### config.mk
export PLATFORM = sky130hd
export DESIGN_NAME = dlbh_ctrl
export DESIGN_NICKNAME = d
export VERILOG_FILES = /design/src/design/dlbh_pkg.sv /design/src/design/dlbh_ctrl.sv
export SDC_FILE = /design/constraint.sdc
export NUM_CORES = 1
export LEC_CHECK = 0
export BUFFER_PORTS_ARGS = -buffer_cell sky130_fd_sc_hd__buf_2
export CELL_PAD_IN_SITES_DETAIL_PLACEMENT = 0
export CELL_PAD_IN_SITES_GLOBAL_PLACEMENT = 1
export CORE_ASPECT_RATIO = 0.8
export CORE_MARGIN = 3
export CORE_UTILIZATION = 37
export DETAILED_ROUTE_END_ITERATION = 6
export HOLD_SLACK_MARGIN = 0.15
export PLACE_DENSITY_LB_ADDON = 0.1
export SKIP_CTS_REPAIR_TIMING = 1
export SLEW_MARGIN = 20
export SYNTH_ARGS = -nofsm -noshare
export SYNTH_HDL_FRONTEND = slang
export SYNTH_SLANG_ARGS = --single-unit
### constraint.sdc
create_clock -name aclk -period 2.03 [get_ports aclk]
set_clock_uncertainty 0.05 [all_clocks]
set_input_delay 0.203 -clock aclk [delete_from_list [all_inputs] [get_ports aclk]]
set_output_delay 0.203 -clock aclk [all_outputs]
set_load 0.02 [all_outputs]
### src/design/dlbh_pkg.sv
// ============================================================================
// dlbh_pkg
// Shared types, constants and round functions for the double-lane block hash.
// ============================================================================
package dlbh_pkg;

    localparam int WORD_W      = 64;
    localparam int BLOCK_WORDS = 18;
    localparam int IDX_W       = 5;
    localparam int RND_W       = 5;
    localparam int OIDX_W      = 4;

    localparam logic [IDX_W-1:0]  LAST_SLOT    = 5'd17;
    localparam logic [OIDX_W-1:0] LAST_OUT_IDX = 4'd15;
    localparam logic [WORD_W-1:0] PAD_WORD     = 64'h80;
    localparam logic [WORD_W-1:0] G_INIT_WORD8 = 64'd11;

    // Nine 64-bit words of one 3x3 array, word 0 in the lowest position.
    typedef logic [8:0][WORD_W-1:0] lane_t;

    // Source of a word written into the block store.
    typedef enum logic [1:0] {
        SRC_RAW    = 2'd0,
        SRC_MASKED = 2'd1,
        SRC_PAD    = 2'd2
    } src_t;

    // Commands from the controller to the datapath.
    typedef struct packed {
        logic              wr_en;
        src_t              wr_src;
        logic [IDX_W-1:0]  wr_idx;
        logic              init_en;
        logic              init_last;
        logic              round_en;
        logic [RND_W-1:0]  rnd;
        logic              final_en;
        logic              chain_clr;
        logic [OIDX_W-1:0] out_idx;
    } dlbh_cmd_t;

    localparam logic [5:0] ROT_EVEN [9] = '{6'd0, 6'd3, 6'd6, 6'd9, 6'd12, 6'd15,
                                            6'd18, 6'd21, 6'd24};
    localparam logic [5:0] ROT_ODD  [9] = '{6'd0, 6'd24, 6'd48, 6'd8, 6'd32, 6'd56,
                                            6'd16, 6'd40, 6'd7};
    localparam logic [5:0] ROT_K1   [9] = '{6'd1, 6'd5, 6'd11, 6'd17, 6'd0, 6'd31,
                                            6'd41, 6'd47, 6'd59};
    localparam logic [5:0] ROT_K2   [9] = '{6'd3, 6'd7, 6'd19, 6'd43, 6'd53, 6'd61,
                                            6'd0, 6'd29, 6'd37};
    // Word shuffles of the key schedule: new word n takes old word PERM[n].
    localparam logic [3:0] PERM_A   [9] = '{4'd0, 4'd4, 4'd8, 4'd2, 4'd3, 4'd7,
                                            4'd1, 4'd5, 4'd6};
    localparam logic [3:0] PERM_B   [9] = '{4'd0, 4'd6, 4'd3, 4'd4, 4'd1, 4'd7,
                                            4'd8, 4'd5, 4'd2};

    // Round constant of round n.
    function automatic logic [7:0] round_const(input logic [RND_W-1:0] n);
        logic [7:0] c;
        unique case (n)
            5'd0:  c = 8'h24;  5'd1:  c = 8'h3f;  5'd2:  c = 8'h6a;  5'd3:  c = 8'h88;
            5'd4:  c = 8'h85;  5'd5:  c = 8'ha3;  5'd6:  c = 8'h08;  5'd7:  c = 8'hd3;
            5'd8:  c = 8'h13;  5'd9:  c = 8'h19;  5'd10: c = 8'h8a;  5'd11: c = 8'h2e;
            5'd12: c = 8'h03;  5'd13: c = 8'h70;  5'd14: c = 8'h73;  5'd15: c = 8'h44;
            5'd16: c = 8'ha4;  5'd17: c = 8'h09;  5'd18: c = 8'h38;  5'd19: c = 8'h22;
            5'd20: c = 8'h29;  5'd21: c = 8'h9f;  5'd22: c = 8'h31;  5'd23: c = 8'hd0;
            default: c = 8'h00;
        endcase
        return c;
    endfunction

    function automatic logic [WORD_W-1:0] rotl64(input logic [WORD_W-1:0] x,
                                                 input logic [5:0] n);
        logic [2*WORD_W-1:0] d;
        d = {x, x} << n;
        return d[2*WORD_W-1:WORD_W];
    endfunction

    // Three-word S-box applied to row r of an array.
    function automatic lane_t sbox_row(input lane_t w, input int r);
        lane_t o;
        o = w;
        o[r*3]   = (w[r*3+1] & w[r*3+2]) ^ w[r*3];
        o[r*3+1] = (o[r*3] & w[r*3+2]) ^ w[r*3+1];
        o[r*3+2] = (o[r*3] | o[r*3+1]) ^ w[r*3+2];
        return o;
    endfunction

endpackage

### src/design/dlbh_ctrl.sv
// ============================================================================
// dlbh_ctrl
// Controller: counts words into the block, sequences padding, the rounds of
// the compression and the sixteen digest transfers.
// ============================================================================
module dlbh_ctrl import dlbh_pkg::*; #(
    parameter int ROUNDS = 16
) (
    input  logic      aclk,
    input  logic      aresetn,
    input  logic      in_valid,
    input  logic      in_final,
    input  logic      in_full_word,
    output logic      in_ready,
    output logic      out_valid,
    output logic      out_last,
    input  logic      out_ready,
    output dlbh_cmd_t cmd
);

    typedef enum logic [2:0] {
        ST_IDLE,
        ST_PAD,
        ST_INIT,
        ST_ROUND,
        ST_FINISH,
        ST_OUT
    } state_t;

    localparam logic [RND_W-1:0] LAST_RND = RND_W'(ROUNDS - 1);

    state_t            state_reg, state_next;
    logic [IDX_W-1:0]  cnt_reg, cnt_next;
    logic [RND_W-1:0]  rnd_reg, rnd_next;
    logic [OIDX_W-1:0] oidx_reg, oidx_next;
    logic              last_reg, last_next;
    logic              pad_reg, pad_next;
    logic              out_reg, out_next;

    logic in_xfer, out_xfer;

    assign in_ready  = (state_reg == ST_IDLE);
    assign in_xfer   = in_valid && in_ready;
    assign out_valid = (state_reg == ST_OUT);
    assign out_xfer  = out_valid && out_ready;
    assign out_last  = (oidx_reg == LAST_OUT_IDX);

    // Next-state and command decode.
    always_comb begin
        state_next = state_reg;
        cnt_next   = cnt_reg;
        rnd_next   = rnd_reg;
        oidx_next  = oidx_reg;
        last_next  = last_reg;
        pad_next   = pad_reg;
        out_next   = out_reg;
        cmd        = '0;
        cmd.wr_idx    = cnt_reg;
        cmd.wr_src    = SRC_RAW;
        cmd.init_last = last_reg;
        cmd.rnd       = rnd_reg;
        cmd.out_idx   = oidx_reg;
        unique case (state_reg)
            ST_IDLE: begin
                if (in_xfer) begin
                    cmd.wr_en = 1'b1;
                    if (in_final && !in_full_word) begin
                        // Partial final word carries its own pad bit.
                        cmd.wr_src = SRC_MASKED;
                        cnt_next   = '0;
                        last_next  = 1'b1;
                        out_next   = 1'b1;
                        state_next = ST_INIT;
                    end else if (cnt_reg == LAST_SLOT) begin
                        cnt_next   = '0;
                        last_next  = 1'b0;
                        pad_next   = in_final;
                        state_next = ST_INIT;
                    end else begin
                        cnt_next = cnt_reg + 1'b1;
                        if (in_final) begin
                            state_next = ST_PAD;
                        end
                    end
                end
            end
            ST_PAD: begin
                cmd.wr_en  = 1'b1;
                cmd.wr_src = SRC_PAD;
                cnt_next   = '0;
                last_next  = 1'b1;
                pad_next   = 1'b0;
                out_next   = 1'b1;
                state_next = ST_INIT;
            end
            ST_INIT: begin
                cmd.init_en = 1'b1;
                rnd_next    = '0;
                state_next  = ST_ROUND;
            end
            ST_ROUND: begin
                cmd.round_en = 1'b1;
                rnd_next     = rnd_reg + 1'b1;
                if (rnd_reg == LAST_RND) begin
                    state_next = ST_FINISH;
                end
            end
            ST_FINISH: begin
                cmd.final_en = 1'b1;
                oidx_next    = '0;
                priority if (pad_reg) begin
                    state_next = ST_PAD;
                end else if (out_reg) begin
                    state_next = ST_OUT;
                end else begin
                    state_next = ST_IDLE;
                end
            end
            ST_OUT: begin
                if (out_xfer) begin
                    oidx_next = oidx_reg + 1'b1;
                    if (out_last) begin
                        cmd.chain_clr = 1'b1;
                        out_next      = 1'b0;
                        last_next     = 1'b0;
                        state_next    = ST_IDLE;
                    end
                end
            end
            default: state_next = ST_IDLE;
        endcase
    end

    // State and control registers.
    always_ff @(posedge aclk) begin
        if (!aresetn) begin
            state_reg <= ST_IDLE;
            cnt_reg   <= '0;
            rnd_reg   <= '0;
            oidx_reg  <= '0;
            last_reg  <= 1'b0;
            pad_reg   <= 1'b0;
            out_reg   <= 1'b0;
        end else begin
            state_reg <= state_next;
            cnt_reg   <= cnt_next;
            rnd_reg   <= rnd_next;
            oidx_reg  <= oidx_next;
            last_reg  <= last_next;
            pad_reg   <= pad_next;
            out_reg   <= out_next;
        end
    end

endmodule

==> summary.md, run 1 <==
| Metric | Value |
|---|---|
| Number of synthesized flops with an enable pin | 0 |
| Yosys warns | 0 |
| Hpwl dp | 2.196 mm |
| Starting Density | 40.83% |
| Pleak | 0.6420 nW |
| Met2 wire length | 1.155 mm |
| IO buf count | 30 |
| H-tree depth | 1 |
| Placed insts | 207 |
| Total track usage | 14.62% |
| Post-Synth Simple-Gate Area | 30.81% |
| First-pass GRT wire length | 4.781 mm |
| Reg2reg start | rnd_reg[0] |
| HP Start | in_final |
| Mapped Area | 0.001190 mm² |
| Clock buffer count from CTS | 3 |
| Final wirelength | 2.772 mm |
| WL met1 | 1.434 mm |
| Post-synth top flop | dfxtp_1 |
| Synth cell types | 44 |
| RSZ-0062 raised after global routing | false |
| Slew Viols, Final | 0 |
| Final RePlAce weighted congestion | 0.8304 |
| Hold WC Path Type | in2reg |
| Tmin final | 1.867 ns |
| Pwr dens | 1276 mW/mm² |
| Grt total ovfl | 0 |
| Detailed router's first-iteration violation count | 52 |
| Post-route ant nets | 0 |
| Yosys reg bits | 20 |
| Worst Setup SP | rnd_reg[0] |
| RR Endpoint | state_reg[2] |
| Drt wl/cell | 13.20 µm |
| Initial antenna violation count | 0 |
| Cells on worst reg2reg path | 7 |
| Hold path cells | 3 |
| Final hold violations | 0 |
| Drt pass-1 iters | 4 |
| CP startpoint kind | flop |
| Die height | 56.72 µm |
| Critical path type | reg2reg |
| R2r setup slk | 0.16 ns |
| Pin count of the biggest net entering global routing | 19 |
| Root Buffer | clkbuf_8 |
| Post-place instance area | 0.001348 mm² |
| Worst vdd ir | 0.6292 mV |
| Adder-cell share of the synthesized area | 5.258% |
| Metal3 WL | 175 µm |
| Final Total Pwr | 1.782 mW |
| Vias per cell | 5.167 |
| CP Capture Type | flop |
| Worst Slack Setup Final | 0.1629 ns |
| Full die area | 0.003936 mm² |
| Layout cells sized above 1 | 25.00% |
| Fmax | 535.6 MHz |
| Dominant cells by area after synthesis | dfxtp_1 34%, ha_1 5.3%, nand2_1 4.7% |
| Synth area leader | dfxtp_1 |
| Post-synth top cells | 20 x dfxtp_1, 15 x nand2_1, 14 x nor2_1 |
| I/O pins | 31 |
| Data required time of the critical path | 2.13 ns |
| Main combinational cell family by area after synthesis | simple AND/OR/NAND/NOR gates |
| Mapped Cells | 146 |
| Arr. time, crit path | 1.97 ns |
| Fraction of registers with async set or reset after synthesis | 0% |
| Core area | 0.002914 mm² |
| Final net count | 185 |
| Compound-Gate Fraction of Synth Area | 15.46% |
| Max FO, Critical Path | 5 |
| Die extent in x | 69.40 µm |
| Via count | 1,085 |
| Final worst-path cycle share | 91.98% |
| Most frequent cell after synthesis | dfxtp_1 |
| Max cap viols | 0 |
| Finished Layout Cells | 210 |
| Area share of the largest cell type after synthesis | 33.65% |
| WHS Endpoint | pad_reg |
| Vias in the first global route | 990 |
| Clock buffer depth | 2 |
| CTS tree | built |
| N_diodes | 0 |
| Share of the yosys chip area belonging to registers | 33.65% |
| Post-synthesis mux area share | 2.524% |
| Synthesized area per cell | 8.150 µm² |
| Worst slew margin | 68.91% |
| Worst Tran Pin Value | 0.4657 ns |
| Xor-xnor portion of the synthesized cell area | 5.152% |
| P&R area growth vs syn | 17.35% |
| Setup Total Neg Slack | 0 ns |
| DP Worst Slack | 0.1195 ns |
| Skew-Pair Late Insertion Delay | 0.26 ns |
| # rows | 17 |
| Clock-pin slew on the worst setup and hold paths | 0.07 ns |
| Net count after synthesis | 157 |
| Max layer used | met4 |
| Count of final setup violators | 0 |
| DR DRC count | 0 |
| Status | completed |
| Post-route cell area | 0.001396 mm² |
| Clock sinks | 20 |
## routing by layer
metal / global-route usage (%) / up-vias
li1: - / 560
met1: 21.20 / 494
met2: 21.60 / 29
met3: 4.651 / 2
met4: 1.671 / 0
met5: 0 / -
## cell usage in the layout (no fill, tap or decap), types with 2 or more instances in the layout
| cell | count |
|---|---|
| xor2_1 | 2 |
| nand3_1 | 10 |
| clkbuf_8 | 3 |
| ha_1 | 5 |
| mux2i_1 | 3 |
| nand4_1 | 3 |
| inv_1 | 8 |
| buf_4 | 2 |
| nor2_1 | 14 |
| nor3b_1 | 2 |
| dfxtp_1 | 20 |
| and2_1 | 2 |
| xnor2_1 | 5 |
| nand2b_1 | 3 |
| nor3_1 | 3 |
| buf_2 | 30 |
| or2_2 | 2 |
| a21oi_1 | 4 |
| o21ai_0 | 6 |
| nor2b_1 | 3 |
| o21a_1 | 2 |
| and3_1 | 4 |
| nand2_1 | 15 |
| a21boi_0 | 3 |
## report_power, final
part / internal (mW) / leakage [nW] / switching [mW]
clock network: 0.132 / 0.0216 / 0.129
logic: 0.363 / 0.458 / 0.538
registers: 0.476 / 0.163 / 0.145
## layout make-up
class                   instances  area (µm²)
clock buffers                   3       41.29
inverters                       8       30.03
flip-flops and latches         20       400.4
multi-input cells             109       711.9
well taps                      38       47.55
repair buffers                 32       165.2
fillers                       293        1518
## stage by stage
step           hold WS, ns  utilization [%]
5_1_grt             0.2390            47.92
4_1_cts             0.2138            47.66
2_1_floorplan       0.3067                -
3_3_place_gp        0.3978            46.24
6_report            0.2226            47.92
3_5_place_dp        0.4148            46.24
## worst max-delay path by stage
stage / to / slack, ns / cells past startpoint
final: state_reg[2] / 0.16 / 7
after global routing: state_reg[2] / 0.04 / 7
after CTS: state_reg[2] / 0.11 / 7
after detailed placement: state_reg[2] / 0.12 / 7
after global placement: state_reg[2] / 0.23 / 7
after floorplan: state_reg[2] / 0.15 / 7
## cells by family (layout without fill, tap and decap cells)
group,Yosys count,count (layout)
AND/OR/NAND/NOR,69,69
AO/OA/AOI/OAI,25,25
flip-flops,20,20
buffers and inverters,17,43
XOR/XNOR,7,7
adder cells (fa/ha/maj),5,5
multiplexers,3,3
## critical path: stages, from the launching register on
cell      delay [ns]
dfxtp_1         0.40
ha_1            0.21
and3_1          0.18
ha_1            0.17
nor2_1          0.06
a32oi_2         0.22
o311ai_2        0.17
o31a_1          0.30
(Power assumes the default switching activity.)
==> run 2: changes to the inputs <==
- CTS_BUF_LIST: unset -> sky130_fd_sc_hd__clkbuf_16
==> summary.md, run 2 (synthesis results as in run 1) <==
| Metric | Value |
|---|---|
| Drt wl/cell | 13.35 µm (+1.1%) |
| Worst Slack Setup Final | 0.1785 ns (+0.01564 ns) |
| Slew Viols, Final | 0 (unchanged) |
| HP Start | in_final |
| Worst slew margin | 68.46% (-0.45 points) |
| Root Buffer | clkbuf_16 |
| WHS Endpoint | pad_reg |
| Post-route ant nets | 0 (unchanged) |
| Total track usage | 15.00% (+0.38 points) |
| DP Worst Slack | 0.1195 ns (unchanged) |
| R2r setup slk | 0.18 ns (+0.02 ns) |
| Arr. time, crit path | 1.94 ns (-0.03 ns) |
| Full die area | 0.003936 mm² (unchanged) |
| Clock sinks | 20 (unchanged) |
| Worst Tran Pin Value | 0.4714 ns (+0.005697 ns) |
| Vias in the first global route | 992 (+0.20%) |
| Count of final setup violators | 0 (unchanged) |
| IO buf count | 30 (unchanged) |
| Status | completed |
| Final worst-path cycle share | 91.21% (-0.77 points) |
| H-tree depth | 1 (unchanged) |
| DR DRC count | 0 (unchanged) |
| Final Total Pwr | 1.928 mW (+8.2%) |
| Clock buffer depth | 2 (unchanged) |
| Fmax | 540.1 MHz (+0.84%) |
| Die height | 56.72 µm (unchanged) |
| Worst Setup SP | rnd_reg[0] |
| P&R area growth vs syn | 20.19% |
| Final hold violations | 0 (unchanged) |
| Max cap viols | 0 (unchanged) |
| N_diodes | 0 (unchanged) |
| Initial antenna violation count | 0 (unchanged) |
| Die extent in x | 69.40 µm (unchanged) |
| # rows | 17 (unchanged) |
| CTS tree | built |
| Commonest non-fill, non-tap cell in the layout | buf_2 |
| Detailed router's first-iteration violation count | 35 (-33%) |
| Via count | 1,092 (+0.65%) |
| Pwr dens | 1348 mW/mm² (+5.6%) |
| CP startpoint kind | flop |
| Final wirelength | 2.803 mm (+1.1%) |
| Clock-pin slew on the worst setup and hold paths | 0.05 ns (-0.02 ns) |
| Worst vdd ir | 0.9117 mV (+45%) |
| Max FO, Critical Path | 5 (unchanged) |
| Hold path cells | 3 (unchanged) |
| Register area | 400.4 µm² (unchanged) |
| Skew-Pair Late Insertion Delay | 0.25 ns (about the same) |
| Clock buffer count from CTS | 3 (unchanged) |
| Layout cells sized above 1 | 25.00% (unchanged) |
| First-pass GRT wire length | 4.809 mm (+0.59%) |
| Leading cell types in the layout, fill and taps excluded | 30 x buf_2, 20 x dfxtp_1, 15 x nand2_1, 14 x nor2_1, 10 x nand3_1 |
| Critical path type | reg2reg |
| Pin count of the biggest net entering global routing | 19 (unchanged) |
| Cells on worst reg2reg path | 7 (unchanged) |
| Drt pass-1 iters | 4 (unchanged) |
| Tmin final | 1.851 ns (-0.01564 ns) |
| Footprint of the multi-input gates | 711.9 µm² (unchanged) |
| Final RePlAce weighted congestion | 0.8304 (unchanged) |
| Starting Density | 40.83% (unchanged) |
| Vias per cell | 5.200 (+0.65%) |
| CP Capture Type | flop |
| Finished Layout Cells | 210 (unchanged) |
| Reg2reg start | rnd_reg[0] |
| Filler cells | 289 (-1.4%) |
| Hpwl dp | 2.196 mm (unchanged) |
| Data required time of the critical path | 2.12 ns (about the same) |
| I/O pins | 31 (unchanged) |
| Hold WC Path Type | in2reg |
| RR Endpoint | state_reg[2] |
| Final net count | 185 (unchanged) |
| Core area | 0.002914 mm² (unchanged) |
| Pleak | 0.6574 nW (+2.4%) |
| RSZ-0062 raised after global routing | false |
| Placed insts | 207 (unchanged) |
| Grt total ovfl | 0 (unchanged) |
| Setup Total Neg Slack | 0 ns (unchanged) |
-- run 2: cell counts in the layout (fill, tap and decap cells not counted) --
No cell type changed its count.
-- run 2: cell type report --
cell class	instances	share of cell area, %
clock buffer	3	5.249
inverter	8	2.100
multi-input combinational	109	49.78
sequential	20	28.00
tap	38	3.325
timing repair buffer	32	11.55
-- run 2: per-layer routing --
| metal | GRT usage (%) | wire length [µm] | up-vias |
|---|---|---|---|
| li1 | - | - | 562 |
| met1 | 21.20 | 1458 | 493 |
| met2 | 21.74 | 1140 | 33 |
| met3 | 5.188 | 185 | 4 |
| met4 | 3.343 | 19 | 0 |
| met5 | 0 | 0 | - |
-- run 2: stage by stage --
stage	utilization [%]	instance area, µm²	hold WS, ns
6_report	49.08	1430	0.2382
5_1_grt	49.08	1430	0.2511
4_1_cts	48.82	1423	0.2267
3_5_place_dp	46.24	1348	0.4148
3_3_place_gp	46.24	1348	0.3978
2_1_floorplan	-	1190	0.3067
-- run 2: worst max-delay path: stages, from the launching register on --
cell and delay, ns:
dfxtp_1 0.39, ha_1 0.20, and3_1 0.18, ha_1 0.17
nor2_1 0.06, a32oi_2 0.22, o311ai_2 0.18, o31a_1 0.30
-- run 2: power breakdown --
group	switching (mW)	internal, mW	total, mW
combinational	0.541	0.363	0.904
clock	0.143	0.260	0.403
sequential	0.144	0.476	0.621
total	0.829	1.10	1.93
-- run 2: how the worst max path moves through the flow --
stage / to / slack [ns] / cells after the start
2_1_floorplan: state_reg[2] / 0.15 / 7
3_3_place_gp: state_reg[2] / 0.23 / 7
6_report: state_reg[2] / 0.18 / 7
3_5_place_dp: state_reg[2] / 0.12 / 7
5_1_grt: state_reg[2] / 0.04 / 7
4_1_cts: state_reg[2] / 0.11 / 7
==> run 3: changes to the inputs <==
- SETUP_SLACK_MARGIN: unset -> 0.5
==> summary.md, run 3 (synthesis results as in run 1) <==
| Metric | Value |
|---|---|
| Status | completed |
| CP Capture Type | flop |
| Worst Slack Setup Final | 0.3176 ns (+0.1390 ns) |
| Pleak | 0.7408 nW (+13%) |
| IO buf count | 30 (unchanged) |
| Pwr dens | 1338 mW/mm² (-0.77%) |
| Full die area | 0.003936 mm² (unchanged) |
| Core area | 0.002914 mm² (unchanged) |
| Drt pass-1 iters | 4 (unchanged) |
| First-pass GRT wire length | 4.809 mm (unchanged) |
| Worst Tran Pin Value | 0.3961 ns (-0.07532 ns) |
| Root Buffer | clkbuf_16 |
| Vias per cell | 5.244 (+0.85%) |
| Leading cell types in the layout, fill and taps excluded | 26 x buf_2, 18 x buf_4, 15 x nand2_1, 13 x nor2_1, 11 x dfxtp_1 |
| DR DRC count | 0 (unchanged) |
| Arr. time, crit path | 1.80 ns (-0.14 ns) |
| Count of final setup violators | 0 (unchanged) |
| Final RePlAce weighted congestion | 0.8642 (+4.1%) |
| Clock-pin slew on the worst setup and hold paths | 0.06 ns (about the same) |
| Hpwl dp | 2.144 mm (-2.3%) |
| CP startpoint kind | flop |
| Max cap viols | 0 (unchanged) |
| Data required time of the critical path | 2.12 ns (about the same) |
| Layout cells sized above 1 | 43.85% (+19 points) |
| Skew-Pair Late Insertion Delay | 0.25 ns (about the same) |
| Via count | 1,180 (+8.1%) |
| N_diodes | 0 (unchanged) |
| Die extent in x | 69.40 µm (unchanged) |
| Total track usage | 14.99% (about the same) |
| CTS tree | built |
| Commonest non-fill, non-tap cell in the layout | buf_2 |
| H-tree depth | 1 (unchanged) |
| Tmin final | 1.712 ns (-0.1390 ns) |
| Post-route cell area | 0.001689 mm² (+18%) |
| RSZ-0062 raised after global routing | true |
| Drt wl/cell | 13.68 µm (+2.5%) |
| DP Worst Slack | 0.2700 ns (+0.1505 ns) |
| Grt total ovfl | 0 (unchanged) |
| Detailed router's first-iteration violation count | 60 (+71%) |
| # rows | 17 (unchanged) |
| Max FO, Critical Path | 4 (-1) |
| Placed insts | 206 (-0.48%) |
| Worst slew margin | 73.50% (+5.0 points) |
| I/O pins | 31 (unchanged) |
| Starting Density | 40.83% (unchanged) |
| Clock buffer count from CTS | 3 (unchanged) |
| Setup Total Neg Slack | 0 ns (unchanged) |
| Hold WC Path Type | in2reg |
| Die height | 56.72 µm (unchanged) |
| Clock sinks | 20 (unchanged) |
| Critical path type | reg2reg |
| Fmax | 584.0 MHz (+8.1%) |
| Final worst-path cycle share | 84.36% (-6.8 points) |
| Final wirelength | 3.079 mm (+9.8%) |
| Worst vdd ir | 0.9660 mV (+6.0%) |
| Clock buffer depth | 2 (unchanged) |
| Final hold violations | 0 (unchanged) |
| Post-route ant nets | 0 (unchanged) |
| Pin count of the biggest net entering global routing | 19 (unchanged) |
| Final net count | 199 (+7.6%) |
| Finished Layout Cells | 225 (+7.1%) |
| Filler cells | 283 (-2.1%) |
| P&R area growth vs syn | 41.96% |
| Worst hold slack | 0.2123 ns (-0.02590 ns) |
| Vias in the first global route | 1,004 (+1.2%) |
| Slew Viols, Final | 0 (unchanged) |
| Initial antenna violation count | 0 (unchanged) |
| Post-place instance area | 0.001395 mm² (+3.5%) |
[run 3: where the power goes]
| group | internal (mW) | leakage [nW] | switching, mW | total, mW |
|---|---|---|---|---|
| combinational | 0.555 | 0.530 | 0.664 | 1.22 |
| clock | 0.262 | 0.0423 | 0.146 | 0.408 |
| sequential | 0.506 | 0.169 | 0.126 | 0.632 |
| total | 1.32 | 0.741 | 0.936 | 2.26 |
[run 3: layer usage]
| layer | track usage (%) | share of wire, % | vias to the layer above |
|---|---|---|---|
| li1 | - | - | 597 |
| met1 | 20.83 | 48 | 544 |
| met2 | 22.15 | 45 | 35 |
| met3 | 4.472 | 5.1 | 4 |
| met4 | 4.457 | 1.0 | 0 |
| met5 | 0 | 0 | - |
[run 3: layout make-up]
cell class | instances | area (µm²) | share of cell area (%)
Tap cell | 38 | 47.55 | 2.815
Multi-Input combinational cell | 109 | 813.3 | 48.15
Sequential cell | 20 | 431.7 | 25.56
Timing Repair Buffer | 46 | 287.8 | 17.04
Clock buffer | 3 | 75.07 | 4.444
Clock inverter | 1 | 3.754 | 0.2222
Inverter | 8 | 30.03 | 1.778
[run 3: critical path, stage by stage, from the launching register on]
cell and delay, ns:
dfxtp_4 0.37, ha_4 0.13, and3_4 0.18, ha_4 0.12, nor2_1 0.04, a32oi_2 0.22, o311ai_2 0.18, o31a_1 0.30
[run 3: through the flow]
step | total power [mW] | utilization, %
CTS | 1.957 | 50.58
global route | 2.406 | 57.96
finish | 2.259 | 57.96
global placement | 1.521 | 47.87
floorplan | 1.329 | -
detailed placement | 1.531 | 47.87
[run 3: path summary, 6_finish.rpt]
| check | from | endpoint | slack [ns] | cells after the start |
|---|---|---|---|---|
| setup / recovery | rnd_reg[1] | state_reg[2] | 0.32 | 7 |
| hold / removal | in_final | pad_reg | 0.21 | 3 |
| setup reg to reg | rnd_reg[1] | state_reg[2] | 0.32 | 7 |
| hold reg to reg | last_reg | last_reg | 0.41 | 2 |
